[src/hw/rtl/b64d_pkg.sv]
// Shared types, constants and the character classifier of the base64 decoder.
package b64d_pkg;

	localparam int QUEUE_DEPTH = 4;

	localparam logic [7:0] CHAR_PAD = 8'h3D;

	typedef enum logic [1:0] {
		CLS_DATA = 2'd0,
		CLS_PAD  = 2'd1,
		CLS_BAD  = 2'd2
	} b64d_class_t;

	typedef struct packed {
		b64d_class_t cls;
		logic [5:0]  sextet;
		logic        last;
	} b64d_entry_t;

	function automatic b64d_entry_t classify(input logic [7:0] c, input logic last);
		b64d_entry_t e;
		e.last   = last;
		e.sextet = 6'd0;
		e.cls    = CLS_BAD;
		if (c >= 8'h41 && c <= 8'h5A) begin
			e.cls    = CLS_DATA;
			e.sextet = 6'(c - 8'h41);
		end else if (c >= 8'h61 && c <= 8'h7A) begin
			e.cls    = CLS_DATA;
			e.sextet = 6'(c - 8'h61 + 8'd26);
		end else if (c >= 8'h30 && c <= 8'h39) begin
			e.cls    = CLS_DATA;
			e.sextet = 6'(c - 8'h30 + 8'd52);
		end else if (c == 8'h2B) begin
			e.cls    = CLS_DATA;
			e.sextet = 6'd62;
		end else if (c == 8'h2F) begin
			e.cls    = CLS_DATA;
			e.sextet = 6'd63;
		end else if (c == CHAR_PAD) begin
			e.cls    = CLS_PAD;
		end
		return e;
	endfunction

endpackage

[src/hw/rtl/b64d_front.sv]
// Front end: accepts characters, classifies them and pushes them into the queue.
module b64d_front (
	input  logic                  s_tvalid,
	output logic                  s_tready,
	input  logic [7:0]            s_tdata,   // [7:0] code_char
	input  logic                  s_tlast,   // is_last
	input  logic                  q_full,
	output logic                  q_push,
	output b64d_pkg::b64d_entry_t q_wr_entry
);

	assign s_tready   = !q_full;
	assign q_push     = s_tvalid && !q_full;
	assign q_wr_entry = b64d_pkg::classify(s_tdata, s_tlast);

endmodule

[src/hw/rtl/b64d_queue.sv]
// Short queue of classified characters between front and back ends.
module b64d_queue #(
	parameter int DEPTH = b64d_pkg::QUEUE_DEPTH
) (
	input  logic                  clk,
	input  logic                  arst_n,
	input  logic                  push,
	input  b64d_pkg::b64d_entry_t wr_entry,
	output logic                  full,
	input  logic                  pop,
	output logic                  rd_valid,
	output b64d_pkg::b64d_entry_t rd_entry
);

	localparam int AW = (DEPTH > 1) ? $clog2(DEPTH) : 1;
	localparam int CW = $clog2(DEPTH + 1);

	b64d_pkg::b64d_entry_t slot_q [DEPTH];
	logic [AW-1:0] wr_ptr_q;
	logic [AW-1:0] rd_ptr_q;
	logic [CW-1:0] count_q;

	assign full     = (count_q == CW'(DEPTH));
	assign rd_valid = (count_q != '0);
	assign rd_entry = slot_q[rd_ptr_q];

	always_ff @(posedge clk) begin
		if (push) begin
			slot_q[wr_ptr_q] <= wr_entry;
		end
	end

	always_ff @(posedge clk or negedge arst_n) begin
		if (!arst_n) begin
			wr_ptr_q <= '0;
			rd_ptr_q <= '0;
			count_q  <= '0;
		end else begin
			if (push) begin
				wr_ptr_q <= (wr_ptr_q == AW'(DEPTH - 1)) ? '0 : wr_ptr_q + AW'(1);
			end
			if (pop) begin
				rd_ptr_q <= (rd_ptr_q == AW'(DEPTH - 1)) ? '0 : rd_ptr_q + AW'(1);
			end
			if (push && !pop) begin
				count_q <= count_q + CW'(1);
			end else if (pop && !push) begin
				count_q <= count_q - CW'(1);
			end
		end
	end

endmodule

[src/hw/rtl/b64d_back.sv]
// Back end: quad state, byte assembly, error tracking and the output register.
module b64d_back (
	input  logic                  clk,
	input  logic                  arst_n,
	input  logic                  q_valid,
	input  b64d_pkg::b64d_entry_t q_entry,
	output logic                  q_pop,
	output logic                  m_tvalid,
	input  logic                  m_tready,
	output logic [7:0]            m_tdata,   // [7:0] data_byte
	output logic [1:0]            m_tuser,   // [0] byte_valid, [1] bad_input
	output logic                  m_tlast    // end_of_string
);

	logic [1:0] pos_q;
	logic [5:0] left_q;
	logic [1:0] pad_q;
	logic       err_q;

	logic       out_valid_q;
	logic [7:0] out_byte_q;
	logic       out_bv_q;
	logic       out_bad_q;
	logic       out_last_q;

	logic [5:0] left_n;
	logic [1:0] pad_n;
	logic       err_n;
	logic [7:0] byte_n;
	logic       have_byte;
	logic       bad_n;
	logic       has_result;

	assign q_pop = q_valid && (!out_valid_q || m_tready);

	always_comb begin
		left_n    = left_q;
		pad_n     = pad_q;
		err_n     = err_q;
		byte_n    = 8'd0;
		have_byte = 1'b0;
		unique case (q_entry.cls)
			b64d_pkg::CLS_PAD: begin
				if (pos_q < 2'd2) begin
					err_n = 1'b1;
				end else if (pad_q != 2'd3) begin
					pad_n = pad_q + 2'd1;
				end
				left_n = 6'd0;
			end
			b64d_pkg::CLS_DATA: begin
				if (pad_q != 2'd0) begin
					err_n  = 1'b1;
					left_n = 6'd0;
				end else begin
					unique case (pos_q)
						2'd0: begin
							left_n = q_entry.sextet;
						end
						2'd1: begin
							byte_n    = {left_q, q_entry.sextet[5:4]};
							left_n    = {2'b00, q_entry.sextet[3:0]};
							have_byte = 1'b1;
						end
						2'd2: begin
							byte_n    = {left_q[3:0], q_entry.sextet[5:2]};
							left_n    = {4'b0000, q_entry.sextet[1:0]};
							have_byte = 1'b1;
						end
						default: begin
							byte_n    = {left_q[1:0], q_entry.sextet};
							left_n    = 6'd0;
							have_byte = 1'b1;
						end
					endcase
				end
			end
			default: begin
				err_n  = 1'b1;
				left_n = 6'd0;
			end
		endcase
		bad_n      = err_n || (q_entry.last && pos_q != 2'd3);
		has_result = have_byte || q_entry.last;
	end

	always_ff @(posedge clk or negedge arst_n) begin
		if (!arst_n) begin
			pos_q  <= 2'd0;
			left_q <= 6'd0;
			pad_q  <= 2'd0;
			err_q  <= 1'b0;
		end else if (q_pop) begin
			if (q_entry.last) begin
				pos_q  <= 2'd0;
				left_q <= 6'd0;
				pad_q  <= 2'd0;
				err_q  <= 1'b0;
			end else begin
				pos_q  <= pos_q + 2'd1;
				left_q <= left_n;
				pad_q  <= pad_n;
				err_q  <= err_n;
			end
		end
	end

	always_ff @(posedge clk or negedge arst_n) begin
		if (!arst_n) begin
			out_valid_q <= 1'b0;
		end else if (q_pop && has_result) begin
			out_valid_q <= 1'b1;
		end else if (m_tready) begin
			out_valid_q <= 1'b0;
		end
	end

	always_ff @(posedge clk) begin
		if (q_pop && has_result) begin
			out_byte_q <= byte_n;
			out_bv_q   <= have_byte;
			out_bad_q  <= bad_n;
			out_last_q <= q_entry.last;
		end
	end

	assign m_tvalid = out_valid_q;
	assign m_tdata  = out_byte_q;
	assign m_tuser  = {out_bad_q, out_bv_q};
	assign m_tlast  = out_last_q;

endmodule

[src/hw/rtl/base64_stream_decoder.sv]
// Top level of the streaming base64 decoder.
// Decodes one base64 character (standard alphabet, '=' padding) per request; a byte
// comes out on the second, third and fourth character of each quad, and the request
// marked tlast always yields a result carrying the final bad_input verdict for the
// string. The front end classifies and queues a character in the cycle it is
// accepted, whenever the queue is not full; the back end retires one queued
// character per cycle while the output register is empty or being read. Each
// character passes through a queue slot and its result through a single output
// register; up to DEPTH characters are buffered while the output is stalled.
module base64_stream_decoder #(
	parameter int DEPTH = b64d_pkg::QUEUE_DEPTH
) (
	input  logic       clk,
	input  logic       arst_n,
	input  logic       s_tvalid,
	output logic       s_tready,
	input  logic [7:0] s_tdata,   // [7:0] code_char
	input  logic       s_tlast,   // is_last
	output logic       m_tvalid,
	input  logic       m_tready,
	output logic [7:0] m_tdata,   // [7:0] data_byte
	output logic [1:0] m_tuser,   // [0] byte_valid, [1] bad_input
	output logic       m_tlast    // end_of_string
);

	logic                  q_full;
	logic                  q_push;
	logic                  q_pop;
	logic                  q_valid;
	b64d_pkg::b64d_entry_t q_wr_entry;
	b64d_pkg::b64d_entry_t q_rd_entry;

	b64d_front u_front (
		.s_tvalid   (s_tvalid),
		.s_tready   (s_tready),
		.s_tdata    (s_tdata),
		.s_tlast    (s_tlast),
		.q_full     (q_full),
		.q_push     (q_push),
		.q_wr_entry (q_wr_entry)
	);

	b64d_queue #(
		.DEPTH (DEPTH)
	) u_queue (
		.clk      (clk),
		.arst_n   (arst_n),
		.push     (q_push),
		.wr_entry (q_wr_entry),
		.full     (q_full),
		.pop      (q_pop),
		.rd_valid (q_valid),
		.rd_entry (q_rd_entry)
	);

	b64d_back u_back (
		.clk      (clk),
		.arst_n   (arst_n),
		.q_valid  (q_valid),
		.q_entry  (q_rd_entry),
		.q_pop    (q_pop),
		.m_tvalid (m_tvalid),
		.m_tready (m_tready),
		.m_tdata  (m_tdata),
		.m_tuser  (m_tuser),
		.m_tlast  (m_tlast)
	);

endmodule

[config.mk]
export PLATFORM = sky130hd
export DESIGN_NAME = base64_stream_decoder
export DESIGN_NICKNAME = d
export VERILOG_FILES = /design/src/hw/rtl/b64d_pkg.sv /design/src/hw/rtl/b64d_front.sv /design/src/hw/rtl/b64d_queue.sv /design/src/hw/rtl/b64d_back.sv /design/src/hw/rtl/base64_stream_decoder.sv
export SDC_FILE = /design/constraint.sdc
export NUM_CORES = 1
export LEC_CHECK = 0
export BUFFER_PORTS_ARGS = -buffer_cell sky130_fd_sc_hd__clkbuf_2
export CORE_MARGIN = 4
export CORE_UTILIZATION = 48
export CTS_CLUSTER_SIZE = 40
export DETAILED_ROUTE_END_ITERATION = 12
export PLACE_DENSITY = 0.73
export SLEW_MARGIN = 0
export SYNTH_ARGS = -nofsm -noshare
export SYNTH_HDL_FRONTEND = slang
export SYNTH_SLANG_ARGS = --single-unit
export TNS_END_PERCENT = 20
[constraint.sdc]
create_clock -name clk -period 3 [get_ports clk]
set_clock_uncertainty 0.05 [all_clocks]
set_input_delay 0.3 -clock clk [delete_from_list [all_inputs] [get_ports clk]]
set_output_delay 0.3 -clock clk [all_outputs]
set_load 0.01 [all_outputs]
Word-level counts from Yosys, hierarchy flattened --
Memories as Yosys holds them, arrays and structs flattened. Cells that the tools add are included.
Word-level totals: register bits 30, memory bits (writable) 36, word-level logic and storage cells 102, memories 1
Memory list:
- u_queue.slot_q | depth 4, bits a word 9, rd ports 1, clocked after memory_dff 0, write ports 1, RTL line b64d_queue.sv:18 | b64d_pkg::b64d_entry_t slot_q [DEPTH];
Cells by class: add/sub/neg operators 11, $lt $le $gt $ge 7, eq/ne operators 12, multiplexer cells 32, bitwise gates (word level) 1, reduce and logical (&&, ||, !) cells 26
Operators by type and width (number):
- 2-to-1 mux 8 bit | 4
- == test 8 x 6 -> 1 bit, second input constant | 3
- 2-to-1 mux 6 bit | 4
- one-hot mux 8 bit (3 select lines) | 1
- 2-to-1 mux 2 bit | 9
- one-hot mux 6 bit (3 select lines) | 1
- >= comparator 8 x 7 -> 1 bit, second input constant | 2
- <= comparator 8 x 7 -> 1 bit, second input constant | 2
- subtractor 6 bit, second input constant | 2
- 2-to-1 mux 1 bit | 10
- nonzero test 2 bit | 5
- logical AND 1 bit | 9
- adder 2 x 1 -> 2 bit, second input constant | 4
- >= comparator 8 x 6 -> 1 bit, second input constant | 1
- <= comparator 8 x 6 -> 1 bit, second input constant | 1
- adder 6 x 5 -> 6 bit, second input constant | 1
- adder 6 bit, second input constant | 1
- == test 2 bit, second input constant | 3
- 2-to-1 mux 3 bit | 2
- subtractor 6 x 1 -> 6 bit, second input constant | 1
- == test 2 x 1 -> 1 bit, second input constant | 2
- logical NOT 1 bit | 4
- logical NOT 2 bit | 2
- != test 2 bit, second input constant | 2
- other kinds (11) | 13

Longest topological paths before layout --
depth after elaboration 7, depth in mapped cells 10, depth with buffers taken out 9

Hierarchy --
Synthesis repeated with hierarchy kept, for this count alone.
Second synthesis, totals: cell total of the unflattened synthesis 272, area total of the unflattened synthesis 3554.7 µm²
By module, submodules not included:
- b64d_queue | times used 1, cells an instance 84, area each 1717.9 µm², seq. area each 1256.2 µm²
- b64d_back | times used 1, cells an instance 108, area each 1216.2 µm², seq. area each 630.6 µm²
- b64d_front | times used 1, cells an instance 80, area each 620.6 µm², seq. area each 0.0 µm²

Worst setup path after synthesis --
OpenSTA, ideal clock, no wires.
path type register to register, from register u_queue.count_q[0], to register u_queue.count_q[2], setup time 79 ps, arrival 2259 ps, data required time 2871 ps, slack 611 ps, cell stages (with the launch flop) 11, path buffers 1, cell sequence dfrtp_1 > nor3_1 > nor2_1 > inv_1 > clkbuf_1 > ha_1 > inv_1 > fa_1 > xor2_1 > nor2_1 > xor2_1
On the way: cells in the longest elaborated chain, start to end 6, elaborated cells on any way between the ends 14, those cells by class add/sub: 2; eq/ne: 1; mux: 2; reduce/logical: 9
RTL lines:
- from (decl) | RTL line b64d_queue.sv:21 | logic [CW-1:0] count_q;
- from (signal assigned) | RTL line b64d_queue.sv:46 | count_q <= count_q + CW'(1);
- from (signal assigned) | RTL line b64d_queue.sv:48 | count_q <= count_q - CW'(1);
- parallel branches: the longest is 6 deep, another holds subtractor 3 x 1 -> 3 bit
Parallel ways; which one is timed is not known. The select of a mux whose other input is x is not followed. A chain may end at the register's enable or synchronous reset.

Final worst setup path --
Same ends and word-level chain as after synthesis.

==> results.cfg <==
[run_status]
outcome = complete, no violations

[place]
dp.cells = 398
dpl_cell_area_sq_um = 3720
hpwl_mm = 4.65
place.gp.congestion = 0.869
port_buffers = 25

[critical_path]
slowest_delay_ns = 0.44
critical_path_required_ns = 3.21
critPathMaxFanout = 8
crit_path_cell_trace = nor3_1 -> nor2_1 -> buf_4 -> inv_1 -> ha_1 -> inv_1 -> fa_1 -> xor2_1 -> nor2_1 -> xor2_1
worstSetupPathType = reg -> reg
critPathLaunchType = flop
worst_path_max_delay_cell = dfrtp_1
arrival_ns = 2.44
cp-end-kind = flop

[synthesis]
ys_top_cells_by_area = edfxtp_1, dfrtp_1, ha_1
synth_area_sq_um = 3520
seq_area_frac_synth_pct = 53.6
yosysUniqueCellTypes = 58
synth_flop_cell = edfxtp_1
syn_area_per_cell_sq_um = 12.3
yosys.area.top_type_share_pct = 40.1
postSynthNetCount = 321
synthCells = 286
ys_seq_elements = 66
yosys.area.top_type = edfxtp_1
yosys_warnings = 0
async_flop_share_pct = 28.8
synth-edff-count = 47

[detailed_routing]
routed_wl_mm = 6.43
drtAntennaViolNets = 0
firstDrtPassIters = 4
vias = 2332
detail_route.iter0.violations = 94
wl_per_cell_um = 15.5
drc_errors = 0
via_per_inst = 5.62

[layout]
final_util_pct = 56.7
antennaDiodeCount = 0
regArea_sq_um = 1890
n_fill_cell = 573
mostFrequentLayoutCells = edfxtp_1, clkbuf_2, ha_1
drive_above_1_share_pct = 19.1
final_common_cell = edfxtp_1
design.final.nets = 349
area_delta_synth_final_pct = 11.8
fin_area_sq_um = 3940
fin_cells = 415
multi_input_area_sq_um = 1470

[global_route]
grt_overflow_total = 0
grt_max_degree = 21
antenna_found_initial = 0
grt_pass1_wl_mm = 11.0
track_usage_pct = 16.1
grt_pass1_vias = 2259

[power]
peakVddDrop_mv = 0.376
power.density_nw_per_um2 = 920
power_leakage_nw = 1.57

[sta]
layout_min_cycle_time_ns = 2.22
hold_viol_final = 0
post-route-period-util_pct = 74.1
finalSetupViolCount = 0
slew_headroom_pct = 57.8
rsz0062_at_grt = no
worst_pin_slew_ns = 0.632
tns_ns = 0
slew_viol_final = 0
fmax_mhz = 450

[clock_tree]
htree_levels = 3
cts_setup_buffers = 0
cts_buffers = 9
cts_tree = built
clockBufferDepth = 2
clk-insertion-delay-late_ns = 0.34
clkTransAtPathRegs_ns = 0.07
root_buffer = clkbuf_8
clock-sinks = 66

[die]
die-area_sq_um = 8780
rows = 30
fp.dieW_um = 93.7
start_util_pct = 50.7
ioPinCount = 26
core_area_sq_um = 6940
die_y_um = 93.7

[hold_path]
hp-class = in -> reg

[run]
cap_violations = 0
==> layer usage <==
layer	global-route usage, %	part of all wire, %	vias to the layer above
met2	27.2	50	62
met4	6.50	1.7	0
met3	3.45	4.5	11
li1	-	-	1140
met5	0	0	-
met1	20.1	44	1119
==> stage by stage <==
stage	power (mW)	hold slack, ns	worst slack, ns
after detailed placement	2.86	0.252	0.600
after global routing	3.88	0.135	0.595
after global placement	2.81	0.237	0.694
after CTS	3.66	0.120	0.779
final	3.62	0.134	0.776
after floorplan	2.50	-0.0456	0.611
==> registers in the layout (all words and copies together) (netlist names) <==
| signal | cells |
|---|---|
| u_back.err_q | 1 |
| u_back.left_q | 6 |
| u_back.m_tdata | 8 |
| u_back.m_tlast | 1 |
| u_back.m_tvalid | 1 |
| u_back.out_bad_q | 1 |
| u_back.out_bv_q | 1 |
| u_back.pad_q | 2 |
| u_back.pos_q | 2 |
| u_queue.count_q | 3 |
| u_queue.rd_ptr_q | 2 |
| u_queue.slot_q | 36 |
| u_queue.wr_ptr_q | 2 |
==> cell families after synthesis <==
| group | after synthesis | share of synthesized area, % |
|---|---|---|
| and+or+nand+nor | 87 | 13.2 |
| DFF | 66 | 53.6 |
| AOI/OAI and AO/OA | 57 | 12.4 |
| buffers and inverters | 35 | 4.72 |
| adders and majority gates | 22 | 8.03 |
| muxes | 13 | 6.64 |
| xor gates and xnor gates | 6 | 1.49 |
==> worst paths after layout <==
kind	startpoint	endpoint	slack, ns	cells after the start
min in group asynchronous	arst_n	u_queue.wr_ptr_q[1]$_DFFE_PN0P_	0.43	2
worst max register to register	u_queue.count_q[0]$_DFFE_PN0P_	u_queue.count_q[2]$_DFFE_PN0P_	0.78	10
worst max-delay path	u_queue.count_q[0]$_DFFE_PN0P_	u_queue.count_q[2]$_DFFE_PN0P_	0.78	10
worst min register to register	u_back.left_q[5]$_DFFE_PN0P_	u_back.left_q[5]$_DFFE_PN0P_	0.44	2
max in group asynchronous	arst_n	u_queue.rd_ptr_q[0]$_DFFE_PN0P_	2.12	2
worst min-delay path	s_tlast	u_queue.slot_q[0][0]$_DFFE_PP_	0.13	1
==> critical path, delay by kind of cell, from the launching register on <==
kind	cells	cell delay (ns)
flops	1	0.44
buf+inv	3	0.32
xor+xnor	2	0.29
simple gates	3	0.50
fa+ha+maj	2	0.56
==> layout make-up <==
class | count | area share (%)
multi-input combinational | 185 | 37.3
inverter | 21 | 2.00
sequential | 66 | 47.9
tap | 96 | 3.05
clock inverter | 5 | 2.00
clock buffer | 11 | 3.34
timing repair buffer | 31 | 4.38
==> cell usage after synthesis, types with 4 or more instances <==
cell type / count
edfxtp_1: 47
ha_1: 21
inv_1: 20
nor2_1: 20
dfrtp_1: 19
nand2_1: 15
nor3_1: 11
mux4_2: 8
nor2b_1: 8
a22oi_1: 6
and3_1: 6
clkbuf_1: 6
a21oi_1: 5
a31oi_1: 5
nand3_1: 5
a21o_1: 4
a221oi_1: 4
and2_1: 4
nand4_1: 4
o21ai_0: 4
==> what timing repair did <==
action | CTS | global route
endpoints found under the hold margin | 19 | 0
resized for setup | 0 | 0
hold buffers | 1 | 0
==> report_power, final <==
group	switching, mW	total [mW]	internal, mW
clock	0.329	0.796	0.467
sequential	0.185	1.49	1.31
combinational	0.770	1.33	0.563
Note: power is estimated with default switching activity, not from simulation.
